[config.mk]
export PLATFORM = sky130hd
export DESIGN_NAME = length_prefixed_bundle_deframer
export DESIGN_NICKNAME = d
export VERILOG_FILES = /design/src/design/lpbd_pkg.sv /design/src/design/lpbd_parser.sv /design/src/design/lpbd_out_queue.sv /design/src/design/length_prefixed_bundle_deframer.sv
export SDC_FILE = /design/constraint.sdc
export NUM_CORES = 2
export LEC_CHECK = 0
export ABC_AREA = 1
export BUFFER_PORTS_ARGS = -buffer_cell sky130_fd_sc_hd__buf_2
export CORE_AREA = 5 5 340 409
export CTS_CLUSTER_SIZE = 24
export DETAILED_ROUTE_END_ITERATION = 6
export DIE_AREA = 0 0 345 414
export GPL_TIMING_DRIVEN = 0
export SYNTH_ARGS = -nofsm -noshare
export SYNTH_HDL_FRONTEND = slang
export SYNTH_SLANG_ARGS = --single-unit
[constraint.sdc]
create_clock -name clk -period 24.9 [get_ports clk]
set_clock_uncertainty 0.1 [all_clocks]
set_input_delay 1.245 -clock clk [delete_from_list [all_inputs] [get_ports clk]]
set_output_delay 1.245 -clock clk [all_outputs]
set_load 0.005 [all_outputs]
[src/design/lpbd_pkg.sv]
// ----------------------------------------------------------------------------
// Bundle deframer package
// Event, error and phase codes, register indexes and shared types.
// ----------------------------------------------------------------------------
package lpbd_pkg;

    localparam logic [2:0] EV_PATH = 3'd0;
    localparam logic [2:0] EV_HEAD = 3'd1;
    localparam logic [2:0] EV_DATA = 3'd2;
    localparam logic [2:0] EV_OK   = 3'd3;
    localparam logic [2:0] EV_ERR  = 3'd4;

    localparam logic [2:0] ERR_SHORT     = 3'd0;
    localparam logic [2:0] ERR_MAGIC     = 3'd1;
    localparam logic [2:0] ERR_COUNT     = 3'd2;
    localparam logic [2:0] ERR_PATH_LEN  = 3'd3;
    localparam logic [2:0] ERR_TOO_LARGE = 3'd4;
    localparam logic [2:0] ERR_TRUNC     = 3'd5;
    localparam logic [2:0] ERR_TRAILING  = 3'd6;

    localparam logic [2:0] PH_HDR  = 3'd0;
    localparam logic [2:0] PH_PLEN = 3'd1;
    localparam logic [2:0] PH_PATH = 3'd2;
    localparam logic [2:0] PH_DLEN = 3'd3;
    localparam logic [2:0] PH_DATA = 3'd4;
    localparam logic [2:0] PH_DONE = 3'd5;
    localparam logic [2:0] PH_DROP = 3'd6;

    localparam int CFG_INDEX_W = 3;
    localparam int CFG_DATA_W  = 64;

    localparam logic [CFG_INDEX_W-1:0] REG_MAGIC    = 3'd0;
    localparam logic [CFG_INDEX_W-1:0] REG_MAX_ITEM = 3'd1;
    localparam logic [CFG_INDEX_W-1:0] REG_MAX_PATH = 3'd2;
    localparam logic [CFG_INDEX_W-1:0] REG_MAX_OBJ  = 3'd3;
    localparam logic [CFG_INDEX_W-1:0] REG_MISS     = 3'd4;

    localparam logic [31:0] RST_MAGIC    = 32'd0;
    localparam logic [31:0] RST_MAX_ITEM = 32'd65535;
    localparam logic [31:0] RST_MAX_PATH = 32'd4096;
    localparam logic [63:0] RST_MAX_OBJ  = 64'h0000_0000_FFFF_FFFF;
    localparam logic [63:0] RST_MISS     = 64'hFFFF_FFFF_FFFF_FFFF;

    localparam int OUT_DATA_W = 144;
    localparam int OUT_USER_W = 4;

    typedef struct packed {
        logic [31:0] magic;
        logic [31:0] max_item;
        logic [31:0] max_path;
        logic [63:0] max_obj;
        logic [63:0] miss;
    } cfg_t;

    typedef struct packed {
        logic [2:0]  kind;
        logic [7:0]  byte_value;
        logic [31:0] item_number;
        logic [31:0] path_length;
        logic [63:0] object_length;
        logic        object_missing;
        logic [2:0]  error_code;
    } result_t;

    // One parsed byte: a full first result and an optional closing result.
    typedef struct packed {
        logic        two;
        result_t     first;
        logic [2:0]  end_kind;
        logic [31:0] end_item;
        logic [2:0]  end_error;
    } entry_t;

    function automatic result_t make_end(input logic [2:0] kind, input logic [31:0] item,
                                         input logic [2:0] err);
        result_t r;
        r = '0;
        r.kind        = kind;
        r.item_number = item;
        r.error_code  = err;
        return r;
    endfunction

endpackage

[src/design/lpbd_parser.sv]
// ----------------------------------------------------------------------------
// Bundle deframer parser
// Parse state and one-byte step logic producing up to two results per byte.
// ----------------------------------------------------------------------------
module lpbd_parser (
    input  logic           clk,
    input  logic           rst_n,
    input  lpbd_pkg::cfg_t cfg,
    input  logic           step,
    input  logic [7:0]     in_byte,
    input  logic           in_last,
    output logic           push,
    output lpbd_pkg::entry_t entry
);
    import lpbd_pkg::*;

    logic [2:0]  phase_reg, phase_next;
    logic [3:0]  fcnt_reg, fcnt_next;
    logic [63:0] fshift_reg, fshift_next;
    logic [31:0] items_reg, items_next;
    logic [31:0] item_reg, item_next;
    logic [31:0] path_left_reg, path_left_next;
    logic [31:0] held_plen_reg, held_plen_next;
    logic [63:0] data_left_reg, data_left_next;

    logic [63:0] assembled;
    logic        has0;
    logic        has_end;
    logic        is_err;
    logic        quiet;
    logic        finish;
    result_t     r0;
    logic [2:0]  end_kind;
    logic [2:0]  end_err;

    assign assembled = fshift_reg | ({56'd0, in_byte} << {fcnt_reg[2:0], 3'b000});

    always_comb
    begin
        phase_next     = phase_reg;
        fcnt_next      = fcnt_reg;
        fshift_next    = fshift_reg;
        items_next     = items_reg;
        item_next      = item_reg;
        path_left_next = path_left_reg;
        held_plen_next = held_plen_reg;
        data_left_next = data_left_reg;
        has0           = 1'b0;
        is_err         = 1'b0;
        quiet          = 1'b0;
        finish         = 1'b0;
        r0             = '0;
        r0.item_number = item_reg;

        unique case (phase_reg)
            PH_HDR:
            begin
                fshift_next = assembled;
                fcnt_next   = fcnt_reg + 4'd1;
                if (fcnt_reg != 4'd7)
                begin
                    if (in_last)
                    begin
                        has0          = 1'b1;
                        is_err        = 1'b1;
                        r0.kind       = EV_ERR;
                        r0.error_code = ERR_SHORT;
                    end
                end
                else
                begin
                    fcnt_next   = 4'd0;
                    fshift_next = '0;
                    if (assembled[31:0] != cfg.magic)
                    begin
                        has0          = 1'b1;
                        is_err        = 1'b1;
                        r0.kind       = EV_ERR;
                        r0.error_code = ERR_MAGIC;
                    end
                    else if (assembled[63:32] > cfg.max_item)
                    begin
                        has0          = 1'b1;
                        is_err        = 1'b1;
                        r0.kind       = EV_ERR;
                        r0.error_code = ERR_COUNT;
                    end
                    else
                    begin
                        items_next = assembled[63:32];
                        item_next  = '0;
                        phase_next = (assembled[63:32] != 32'd0) ? PH_PLEN : PH_DONE;
                    end
                end
            end
            PH_PLEN:
            begin
                fshift_next = assembled;
                fcnt_next   = fcnt_reg + 4'd1;
                if (fcnt_reg == 4'd3)
                begin
                    fcnt_next   = 4'd0;
                    fshift_next = '0;
                    if (assembled[31:0] == 32'd0 || assembled[31:0] > cfg.max_path)
                    begin
                        has0          = 1'b1;
                        is_err        = 1'b1;
                        r0.kind       = EV_ERR;
                        r0.error_code = ERR_PATH_LEN;
                    end
                    else
                    begin
                        held_plen_next = assembled[31:0];
                        path_left_next = assembled[31:0];
                        phase_next     = PH_PATH;
                    end
                end
            end
            PH_PATH:
            begin
                has0           = 1'b1;
                r0.kind        = EV_PATH;
                r0.byte_value  = in_byte;
                r0.path_length = held_plen_reg;
                path_left_next = path_left_reg - 32'd1;
                if (path_left_next == 32'd0)
                begin
                    fcnt_next   = 4'd0;
                    fshift_next = '0;
                    phase_next  = PH_DLEN;
                end
            end
            PH_DLEN:
            begin
                fshift_next = assembled;
                fcnt_next   = fcnt_reg + 4'd1;
                if (fcnt_reg == 4'd7)
                begin
                    fcnt_next   = 4'd0;
                    fshift_next = '0;
                    if (assembled == cfg.miss)
                    begin
                        has0              = 1'b1;
                        r0.kind           = EV_HEAD;
                        r0.path_length    = held_plen_reg;
                        r0.object_missing = 1'b1;
                        finish            = 1'b1;
                    end
                    else if (assembled > cfg.max_obj)
                    begin
                        has0          = 1'b1;
                        is_err        = 1'b1;
                        r0.kind       = EV_ERR;
                        r0.error_code = ERR_TOO_LARGE;
                    end
                    else
                    begin
                        has0             = 1'b1;
                        r0.kind          = EV_HEAD;
                        r0.path_length   = held_plen_reg;
                        r0.object_length = assembled;
                        if (assembled == 64'd0)
                        begin
                            finish = 1'b1;
                        end
                        else
                        begin
                            data_left_next = assembled;
                            phase_next     = PH_DATA;
                        end
                    end
                end
            end
            PH_DATA:
            begin
                has0           = 1'b1;
                r0.kind        = EV_DATA;
                r0.byte_value  = in_byte;
                r0.path_length = held_plen_reg;
                data_left_next = data_left_reg - 64'd1;
                if (data_left_next == 64'd0)
                begin
                    finish = 1'b1;
                end
            end
            PH_DONE:
            begin
                has0          = 1'b1;
                is_err        = 1'b1;
                r0.kind       = EV_ERR;
                r0.error_code = ERR_TRAILING;
            end
            default:
            begin
                quiet = 1'b1;
            end
        endcase

        if (finish)
        begin
            items_next     = items_reg - 32'd1;
            item_next      = item_reg + 32'd1;
            held_plen_next = '0;
            data_left_next = '0;
            fcnt_next      = 4'd0;
            fshift_next    = '0;
            phase_next     = (items_next != 32'd0) ? PH_PLEN : PH_DONE;
        end

        has_end  = !is_err && !quiet && in_last;
        end_kind = (phase_next == PH_DONE) ? EV_OK : EV_ERR;
        end_err  = (phase_next == PH_DONE) ? ERR_SHORT : ERR_TRUNC;

        entry.two       = has0 && has_end;
        entry.first     = has0 ? r0 : make_end(end_kind, item_next, end_err);
        entry.end_kind  = end_kind;
        entry.end_item  = item_next;
        entry.end_error = end_err;
        push            = step && (has0 || has_end);

        if (in_last)
        begin
            phase_next     = PH_HDR;
            fcnt_next      = '0;
            fshift_next    = '0;
            items_next     = '0;
            item_next      = '0;
            path_left_next = '0;
            held_plen_next = '0;
            data_left_next = '0;
        end
        else if (is_err)
        begin
            phase_next = PH_DROP;
        end
    end

    always_ff @(posedge clk or negedge rst_n)
    begin
        if (!rst_n)
        begin
            phase_reg     <= PH_HDR;
            fcnt_reg      <= '0;
            fshift_reg    <= '0;
            items_reg     <= '0;
            item_reg      <= '0;
            path_left_reg <= '0;
            held_plen_reg <= '0;
            data_left_reg <= '0;
        end
        else if (step)
        begin
            phase_reg     <= phase_next;
            fcnt_reg      <= fcnt_next;
            fshift_reg    <= fshift_next;
            items_reg     <= items_next;
            item_reg      <= item_next;
            path_left_reg <= path_left_next;
            held_plen_reg <= held_plen_next;
            data_left_reg <= data_left_next;
        end
    end

endmodule

[src/design/lpbd_out_queue.sv]
// ----------------------------------------------------------------------------
// Bundle deframer result queue
// Two-entry queue of parsed bytes, each sent as one or two transactions.
// ----------------------------------------------------------------------------
module lpbd_out_queue (
    input  logic                                clk,
    input  logic                                rst_n,
    input  logic                                push,
    input  lpbd_pkg::entry_t                    entry,
    output logic                                ready,
    output logic                                m_tvalid,
    input  logic                                m_tready,
    output logic [lpbd_pkg::OUT_DATA_W-1:0]     m_tdata,
    output logic [lpbd_pkg::OUT_USER_W-1:0]     m_tuser,
    output logic                                m_tlast
);
    import lpbd_pkg::*;

    entry_t      mem [2];
    logic        wr_ptr_reg, wr_ptr_next;
    logic        rd_ptr_reg, rd_ptr_next;
    logic [1:0]  count_reg, count_next;
    logic        sel_reg, sel_next;
    entry_t      head;
    result_t     cur;
    logic        xfer;
    logic        pop;

    assign head     = mem[rd_ptr_reg];
    assign cur      = sel_reg ? make_end(head.end_kind, head.end_item, head.end_error)
                              : head.first;
    assign m_tvalid = (count_reg != 2'd0);
    assign ready    = (count_reg != 2'd2);
    assign xfer     = m_tvalid && m_tready;
    assign pop      = xfer && (!head.two || sel_reg);

    assign m_tdata = {5'd0, cur.error_code, cur.object_length, cur.path_length,
                      cur.item_number, cur.byte_value};
    assign m_tuser = {cur.object_missing, cur.kind};
    assign m_tlast = !head.two || sel_reg;

    always_comb
    begin
        wr_ptr_next = push ? !wr_ptr_reg : wr_ptr_reg;
        rd_ptr_next = pop ? !rd_ptr_reg : rd_ptr_reg;
        count_next  = count_reg + {1'b0, push} - {1'b0, pop};
        sel_next    = sel_reg;
        if (xfer)
        begin
            sel_next = head.two && !sel_reg;
        end
    end

    always_ff @(posedge clk)
    begin
        if (push)
        begin
            mem[wr_ptr_reg] <= entry;
        end
    end

    always_ff @(posedge clk or negedge rst_n)
    begin
        if (!rst_n)
        begin
            wr_ptr_reg <= 1'b0;
            rd_ptr_reg <= 1'b0;
            count_reg  <= '0;
            sel_reg    <= 1'b0;
        end
        else
        begin
            wr_ptr_reg <= wr_ptr_next;
            rd_ptr_reg <= rd_ptr_next;
            count_reg  <= count_next;
            sel_reg    <= sel_next;
        end
    end

endmodule

[src/design/length_prefixed_bundle_deframer.sv]
// ----------------------------------------------------------------------------
// Length-prefixed bundle deframer
// Checks a bundle header, splits items and passes path and data bytes on.
//
//   Channel   Direction  tdata (lowest bit up)                     tuser / tlast
//   s_*       in         stream_byte                               - / end_of_stream
//   m_*       out        byte_value, item_number, path_length,     event_kind,
//                        object_length, error_code, zero pad       object_missing / run_last
//   cfg_*     in         register write, no read-back              -
//
// One byte is taken per cycle while the result queue has room; a byte is parsed
// from the input register, and its results leave from a two-entry queue.
// A byte that yields two results leaves as two output transactions.
// Reset clears the parse state and loads the register defaults.
// A stalled output stops input only once the result queue is full.
// ----------------------------------------------------------------------------
module length_prefixed_bundle_deframer (
    input  logic                                clk,
    input  logic                                rst_n,
    input  logic                                s_tvalid,
    output logic                                s_tready,
    input  logic [7:0]                          s_tdata,   // stream_byte
    input  logic                                s_tlast,
    output logic                                m_tvalid,
    input  logic                                m_tready,
    // byte_value, item_number, path_length, object_length, error_code, pad
    output logic [lpbd_pkg::OUT_DATA_W-1:0]     m_tdata,
    output logic [lpbd_pkg::OUT_USER_W-1:0]     m_tuser,   // event_kind, object_missing
    output logic                                m_tlast,
    input  logic                                cfg_we,
    input  logic [lpbd_pkg::CFG_INDEX_W-1:0]    cfg_index,
    input  logic [lpbd_pkg::CFG_DATA_W-1:0]     cfg_data
);
    import lpbd_pkg::*;

    cfg_t        cfg_reg;
    logic        in_vld_reg;
    logic [7:0]  in_byte_reg;
    logic        in_last_reg;
    logic        q_ready;
    logic        step;
    logic        push;
    entry_t      entry;

    assign step     = in_vld_reg && q_ready;
    assign s_tready = !in_vld_reg || step;

    always_ff @(posedge clk or negedge rst_n)
    begin
        if (!rst_n)
        begin
            cfg_reg.magic    <= RST_MAGIC;
            cfg_reg.max_item <= RST_MAX_ITEM;
            cfg_reg.max_path <= RST_MAX_PATH;
            cfg_reg.max_obj  <= RST_MAX_OBJ;
            cfg_reg.miss     <= RST_MISS;
        end
        else if (cfg_we)
        begin
            unique case (cfg_index)
                REG_MAGIC:    cfg_reg.magic    <= cfg_data[31:0];
                REG_MAX_ITEM: cfg_reg.max_item <= cfg_data[31:0];
                REG_MAX_PATH: cfg_reg.max_path <= cfg_data[31:0];
                REG_MAX_OBJ:  cfg_reg.max_obj  <= cfg_data;
                REG_MISS:     cfg_reg.miss     <= cfg_data;
                default:      ;
            endcase
        end
    end

    always_ff @(posedge clk or negedge rst_n)
    begin
        if (!rst_n)
        begin
            in_vld_reg <= 1'b0;
        end
        else if (s_tready)
        begin
            in_vld_reg <= s_tvalid;
        end
    end

    always_ff @(posedge clk)
    begin
        if (s_tvalid && s_tready)
        begin
            in_byte_reg <= s_tdata;
            in_last_reg <= s_tlast;
        end
    end

    lpbd_parser u_parser (
        .clk     (clk),
        .rst_n   (rst_n),
        .cfg     (cfg_reg),
        .step    (step),
        .in_byte (in_byte_reg),
        .in_last (in_last_reg),
        .push    (push),
        .entry   (entry)
    );

    lpbd_out_queue u_out_queue (
        .clk      (clk),
        .rst_n    (rst_n),
        .push     (push),
        .entry    (entry),
        .ready    (q_ready),
        .m_tvalid (m_tvalid),
        .m_tready (m_tready),
        .m_tdata  (m_tdata),
        .m_tuser  (m_tuser),
        .m_tlast  (m_tlast)
    );

endmodule

# --- Word-level counts from Yosys, hierarchy flattened ---
# Memories as Yosys holds them, arrays and structs flattened.
# Index checks and enable logic that the tools add are counted.
# W data, S select, Z words.
word_totals:
  regBits: 502
  mem_bits_rw: 364
  in_bits: 81
  out_inout_bits: 151
  word_cells: 213
  n_memories: 1
classes:
  add_sub_neg: 7
  n_lt_le_gt_ge: 3
  n_eq_ne: 27
  shifts: 1
  n_mux: 106
  bitwise_logic: 1
  n_reduce_logical: 47
mem_list:
  columns: ["memory", "words", "word_bits", "rd", "rd_ports_with_merged_regs", "write_ports", "line_no", "rtl"]
  rows:
  - ["u_out_queue.mem", 2, 182, 1, 0, 1, "lpbd_out_queue.sv:19", "entry_t mem [2];"]
ops:
  columns: ["operator", "n"]
  rows:
  - ["$mux W64", 13]
  - ["$mux W32", 19]
  - ["$mux W143", 2]
  - ["$pmux W64 S4", 1]
  - ["$logic_not A64 Y1", 2]
  - ["$pmux W32 S2", 2]
  - ["$pmux W64 S2", 1]
  - ["$mux W100", 1]
  - ["$mux W96", 1]
  - ["$mux W3", 31]
  - ["$mux W65", 1]
  - ["$eq A64 B64 Y1", 1]
  - ["$gt A32 B32 Y1", 2]
  - ["$gt A64 B64 Y1", 1]
  - ["$logic_not A32 Y1", 2]
  - ["$or A64 B64 Y64", 1]
  - ["$reduce_bool A32 Y1", 2]
  - ["$shl A8 B6 Y64", 1]
  - ["$sub A32 B1 Y32 const B", 2]
  - ["$sub A64 B1 Y64 const B", 1]
  - ["$add A32 B1 Y32 const B", 1]
  - ["$ne A32 B32 Y1", 1]
  - ["$mux W4", 6]
  - ["$pmux W3 S4", 2]
  - ["36 further kinds", 95]

# --- Longest topological paths before layout ---
depth:
  depth_word: 14
  mapped_depth: 33
  ltp_nobuf: 33

# --- Hierarchy ---
# From an unflattened synthesis, not the netlist that was laid out.
hier_totals:
  hier_cells: 6213
  area_unflattened_um2: 48358.9
modules_own_cells:
  columns: ["mod", "instances", "cells_per_inst", "area_per_inst_um2", "seq_area_each_um2"]
  rows:
  - ["lpbd_parser", 1, 4254, 25278.0, 6581.3]
  - ["lpbd_out_queue", 1, 967, 13854.5, 11055.6]
  - ["length_prefixed_bundle_deframer", 1, 992, 9226.3, 6042.0]

# --- Worst setup path after synthesis ---
# OpenSTA, ideal clock, no wires.
synth_path:
  path_kind: "register to register"
  start: "register u_parser.fcnt_reg[2]"
  end: "memory u_out_queue.mem[1][100] (netlist bit) (enable)"
  setup_ps: 719
  arrival_ps: 10138
  required_time_ps: 24081
  path_slack_ps: 13943
  stages_incl_launch_ff: 20
  path_buffers: 2
  synth_period_minus_slack_ps: 10957
  cell_sequence: "dfrtp_1 buf_4 buf_2 nand3_1 nand2_1 ha_1 nand2_1 nor2_1 nand4_1 nor3b_1 nand4_1 a21oi_1 nand2_1 o211ai_1 nand2_1 nor2_1 nand2_1 nand2_1 nand2_1 nor2_1"
synth_via:
  elab_chain_len: 14
  elab_cells_between_ends: 30
  cone_classes: "order compare (3); eq/ne (5); shift (1); mux (13); bitwise (1); reduce/logical (7)"
synth_lines:
  columns: ["element", "line_no", "rtl"]
  rows:
  - ["start, declared", "lpbd_parser.sv:18", "logic [3:0] fcnt_reg, fcnt_next;"]
  - ["start signal, assigned", "lpbd_parser.sv:254", "fcnt_reg <= fcnt_next;"]
  - ["$shl A8 B6 Y64", "lpbd_parser.sv:36", "assign assembled = fshift_reg | ({56'd0, in_byte} << {fcnt_reg[2:0], 3'b000});"]
  - ["$or A64 B64 Y64", "lpbd_parser.sv:36", null]
  - ["$gt A64 B64 Y1, or another cell as far along", "lpbd_parser.sv:149", "else if (assembled > cfg.max_obj)"]
  - ["$mux W1, or another cell as far along", "lpbd_parser.sv:149", null]
  - ["$mux W1, on equally long branches", "lpbd_parser.sv:141, lpbd_parser.sv:74, lpbd_parser.sv:104", null]
  - ["$mux W1, on equally long branches", "lpbd_parser.sv:137, lpbd_parser.sv:60, lpbd_parser.sv:100", null]
  - ["$pmux W1 S4", "lpbd_parser.sv:55", "unique case (phase_reg)"]
  - ["$logic_not A1 Y1", "lpbd_parser.sv:210", "has_end = !is_err && !quiet && in_last;"]
  - ["$logic_and A1 B1 Y1 (2 in a row)", "lpbd_parser.sv:210", null]
  - ["$logic_or A1 B1 Y1 *", "lpbd_parser.sv:219", "push = step && (has0 || has_end);"]
  - ["$logic_and A1 B1 Y1 *", "lpbd_parser.sv:219", null]
  - ["$mux W1 *", "lpbd_out_queue.sv:56", "if (push)"]
  - ["$mux W1 (not written as such) *", "lpbd_out_queue.sv:58", "mem[wr_ptr_reg] <= entry;"]
  - ["end, declared", "lpbd_out_queue.sv:19", null]
# Every way passes the cells marked *; elsewhere a longest branch is shown, timed or not.

# --- Final worst setup path ---
layout_path:
  start: "register in_byte_reg[0]"
  end: "memory u_out_queue.mem[1][88] (netlist bit) (enable)"
layout_via:
  elab_chain_len: 14
  elab_cells_between_ends: 26
  cone_classes: "order compare (3); eq/ne (2); shift (1); mux (12); bitwise (1); reduce/logical (7)"
layout_lines:
  columns: ["element", "line_no", "rtl"]
  rows:
  - ["start, declared", "length_prefixed_bundle_deframer.sv:38", "logic [7:0] in_byte_reg;"]
  - ["start signal, assigned", "length_prefixed_bundle_deframer.sv:87", "in_byte_reg <= s_tdata;"]
  - ["$shl A8 B6 Y64 *", "lpbd_parser.sv:36", null]
  - ["$or A64 B64 Y64 *", "lpbd_parser.sv:36", null]
  - ["$gt A64 B64 Y1, or another cell as far along", "lpbd_parser.sv:149", null]
  - ["$mux W1, or another cell as far along", "lpbd_parser.sv:149", null]
  - ["$mux W1, on equally long branches", "lpbd_parser.sv:141, lpbd_parser.sv:74, lpbd_parser.sv:104", null]
  - ["$mux W1, on equally long branches", "lpbd_parser.sv:137, lpbd_parser.sv:60, lpbd_parser.sv:100", null]
  - ["$pmux W1 S4", "lpbd_parser.sv:55", null]
  - ["$logic_not A1 Y1", "lpbd_parser.sv:210", null]
  - ["$logic_and A1 B1 Y1 (2 in a row)", "lpbd_parser.sv:210", null]
  - ["$logic_or A1 B1 Y1 *", "lpbd_parser.sv:219", null]
  - ["$logic_and A1 B1 Y1 *", "lpbd_parser.sv:219", null]
  - ["$mux W1 *", "lpbd_out_queue.sv:56", null]
  - ["$mux W1 (not written as such) *", "lpbd_out_queue.sv:58", null]
# Marked as above.

==> out/metrics.cfg <==
[final_layout]
largest_register_ffs=356
layout_common_cells=1674 x nand2_1, 864 x nor2_1, 669 x inv_1
drive_gt1_share_pct=9.84
final_nets=6530
diodes=0
layout_commonest_cell=nand2_1
synthToLayoutAreaGrowth_pct=14.6
design_area_mm2=0.0536

[logic_synthesis]
synthArstFlopShare_pct=57.5
yosysSeqAreaShare_pct=50.1
syn-cell-area_mm2=0.0468
netlist_instances=5975
synth_edf_count=365
yosys_warnings=0
ys.flop_type=dfrtp_1
synth_seq_cells=858
yosysUniqueCellTypes=47
avgSynthCellArea_um2=7.83

[placement]
gp_congestion=0.980
port_buffers=226
hpwl_um=131000
placed_area_mm2=0.0505

[routing]
drt_iter0_drc=4094
drtAntennaViolNets=0
drc_errors=0
drt-vias-per-instance=5.13
firstDrtPassIters=6
vias=42001
totalWireLength_um=172000
wl_per_cell_um=21.0

[power_and_ir_drop]
p_leak_nw=25.0
pwr-share-seq_pct=26.5
pwr_density_cell_mw_per_mm2=146
comb_power_share_pct=55.3
p_clk_share_pct=18.2
p_switching_mw=3.93
vdd_ir_drop_max_v=0.0000974
sw_frac_of_total_pct=50.3
p_int_mw=3.88

[sta]
period_minus_slack_ns=7.20
rsz0062_at_grt=false
timing.fmax_mhz=139
max-slew-margin-rel_pct=14.2
setup-tns-final_ns=0
hold_viol_final=0
drv_slew=0
tightest_slew_ns=1.28
post-route-period-util_pct=28.9
setup_viol=0
holdWs_ns=0.372

[cts]
htree_levels=3
cts.sink_count=858
cts_tree=yes
numCtsBuffers=93
clkLatencyLatePin_ns=0.71
post-cts-setup-buffers=0
cts_max_path_buffers=3
clk_pin_slew_ns=0.06
post_cts_resized=0
ctsHoldBuffers=0
clockRootBuffer=clkbuf_16

[setup_path]
path_max_fanout=30
cp_top_family=simple AND/OR/NAND/NOR gates
crit_required_ns=25.17
cp-end-kind=flop
path_buf_inv=6
path_class=reg2reg
path_common_cell=nand2_1
cp_slowest_stage_delay_ns=0.80
arrival_ns=7.47
crit_chain=inv_1 > nor2_1 > nand3_1 > nand2_1 > ha_1 > nand4_1 > nor2_1 > nand2_1 > nor3b_1 > nand3_1 > nand2_1 > inv_1 > nand2_1 > inv_1 > nand2_1 > nand2_1 > nor2_1 > nand2_1 > nand2_1 > nand2_1 > nor2_4 > buf_12 > buf_12 > buf_12
start_kind=flop
cpMaxStageDelayCell=nor3b_1

[hold_path]
min_path_type=reg2reg

[grt]
grt_pass1_vias=40270
grtUsageTotal_pct=23.3
grt-ovfl-total=0
grt_pass1_wl_um=254000
antenna_found_initial=5
grt_max_degree=115

[floorplan]
fp.dieH_um=414
fp.dieArea_mm2=0.143
die_w_um=345
pin_count=232
core.rowCount=148
start_util_pct=34.7
core_mm2=0.135

[status]
run_status=completed

[job]
maxCapViolCount=0

-- synthesized netlist by cell type, types with 3 or more instances --
cell type / number / area [um^2]
nor3b_1: 4 / 30.0
o21ai_0: 632 / 3160
clkbuf_1: 175 / 657
buf_6: 11 / 124
o211ai_1: 28 / 210
o21bai_1: 9 / 67.6
o2111ai_1: 4 / 35.0
xnor2_1: 24 / 210
o22ai_1: 34 / 213
nor2_2: 10 / 62.6
nand3_1: 269 / 1350
nand2_2: 27 / 169
clkinv_1: 3 / 11.3
o21a_1: 7 / 52.6
and3_1: 3 / 18.8
clkbuf_2: 3 / 15.0
and2_1: 3 / 18.8
nand4_1: 146 / 913
buf_2: 43 / 215
nor2_1: 865 / 3250
edfxtp_1: 365 / 11000
dfstp_2: 113 / 2970
o21ai_1: 67 / 335
a21oi_1: 100 / 500
buf_4: 14 / 105
nor3_1: 33 / 165
nor4_1: 6 / 37.5
buf_1: 9 / 33.8
xor2_1: 57 / 499
a31oi_1: 4 / 25.0
dfrtp_1: 380 / 9510
nand3b_1: 17 / 128
nand2_1: 1674 / 6280
ha_1: 138 / 1730
inv_1: 670 / 2510
nor2_4: 5 / 56.3
inv_2: 11 / 41.3
-- tightest hold or removal path, cell delays in order, from the launching register on --
cell,delay [ns]
dfrtp_1,0.34
nand2_1,0.05
nand2_1,0.05
-- per-layer routing --
metal / wire length [um] / global-route usage [%]
met1: 70200 / 29.4
met2: 82000 / 39.4
met3: 11600 / 3.76
met4: 8190 / 10.4
met5: 12 / 0
-- worst paths after layout --
path / start / to / slack [ns] / cells after the start
worst max-delay path: in_byte_reg[0] / u_out_queue.mem[1][88] / 17.70 / 24
max in group asynchronous: rst_n / u_parser.data_left_reg[57] / 22.63 / 3
worst min-delay path: u_out_queue.wr_ptr_reg / u_out_queue.wr_ptr_reg / 0.37 / 2
worst max register to register: in_byte_reg[0] / u_out_queue.mem[1][88] / 17.70 / 24
worst min register to register: u_out_queue.wr_ptr_reg / u_out_queue.wr_ptr_reg / 0.37 / 2
min in group asynchronous: rst_n / cfg_reg[147] / 0.52 / 1
-- cell type report --
| cell class | instances | area [um^2] |
|---|---|---|
| fill | 14121 | 81200 |
| sequential | 858 | 23400 |
| multi-input combinational | 4181 | 19600 |
| clock buffer | 141 | 2760 |
| inverter | 685 | 2580 |
| tap | 1800 | 2250 |
| timing repair buffer | 237 | 1410 |
| buffer | 255 | 1150 |
| clock inverter | 35 | 362 |
-- per-stage QoR --
step | cells | total power [mW] | util, % | setup slack (ns)
floorplan | 5979 | 4.76 | - | 13.94
global placement | 8005 | 6.36 | 37.2 | 6.75
detailed placement | 8016 | 6.35 | 37.4 | 17.82
CTS | 8192 | 7.80 | 39.8 | 17.77
global route | 8192 | 8.38 | 39.8 | 17.52
finish | 8192 | 7.82 | 39.8 | 17.70
-- kinds of logic after synthesis --
logic type	count (synthesis)	synth area share [%]
fa+ha+maj	138	3.69
other cells	1	0.00802
buf+inv	940	7.96
flops	858	50.1
simple gates	3067	26.8
xor+xnor	81	1.52
compound gates	890	9.94
-- power groups by stage --
stage | Combinational, mW | Sequential [mW] | Clock (mW)
final | 4.32 | 2.07 | 1.43
after global routing | 4.77 | 2.10 | 1.51
after CTS | 4.29 | 2.06 | 1.45
after detailed placement | 4.27 | 2.09 | 0
after global placement | 4.20 | 2.16 | 0
after floorplan | 2.69 | 2.07 | 0
Power figures use the tool's default switching activity.
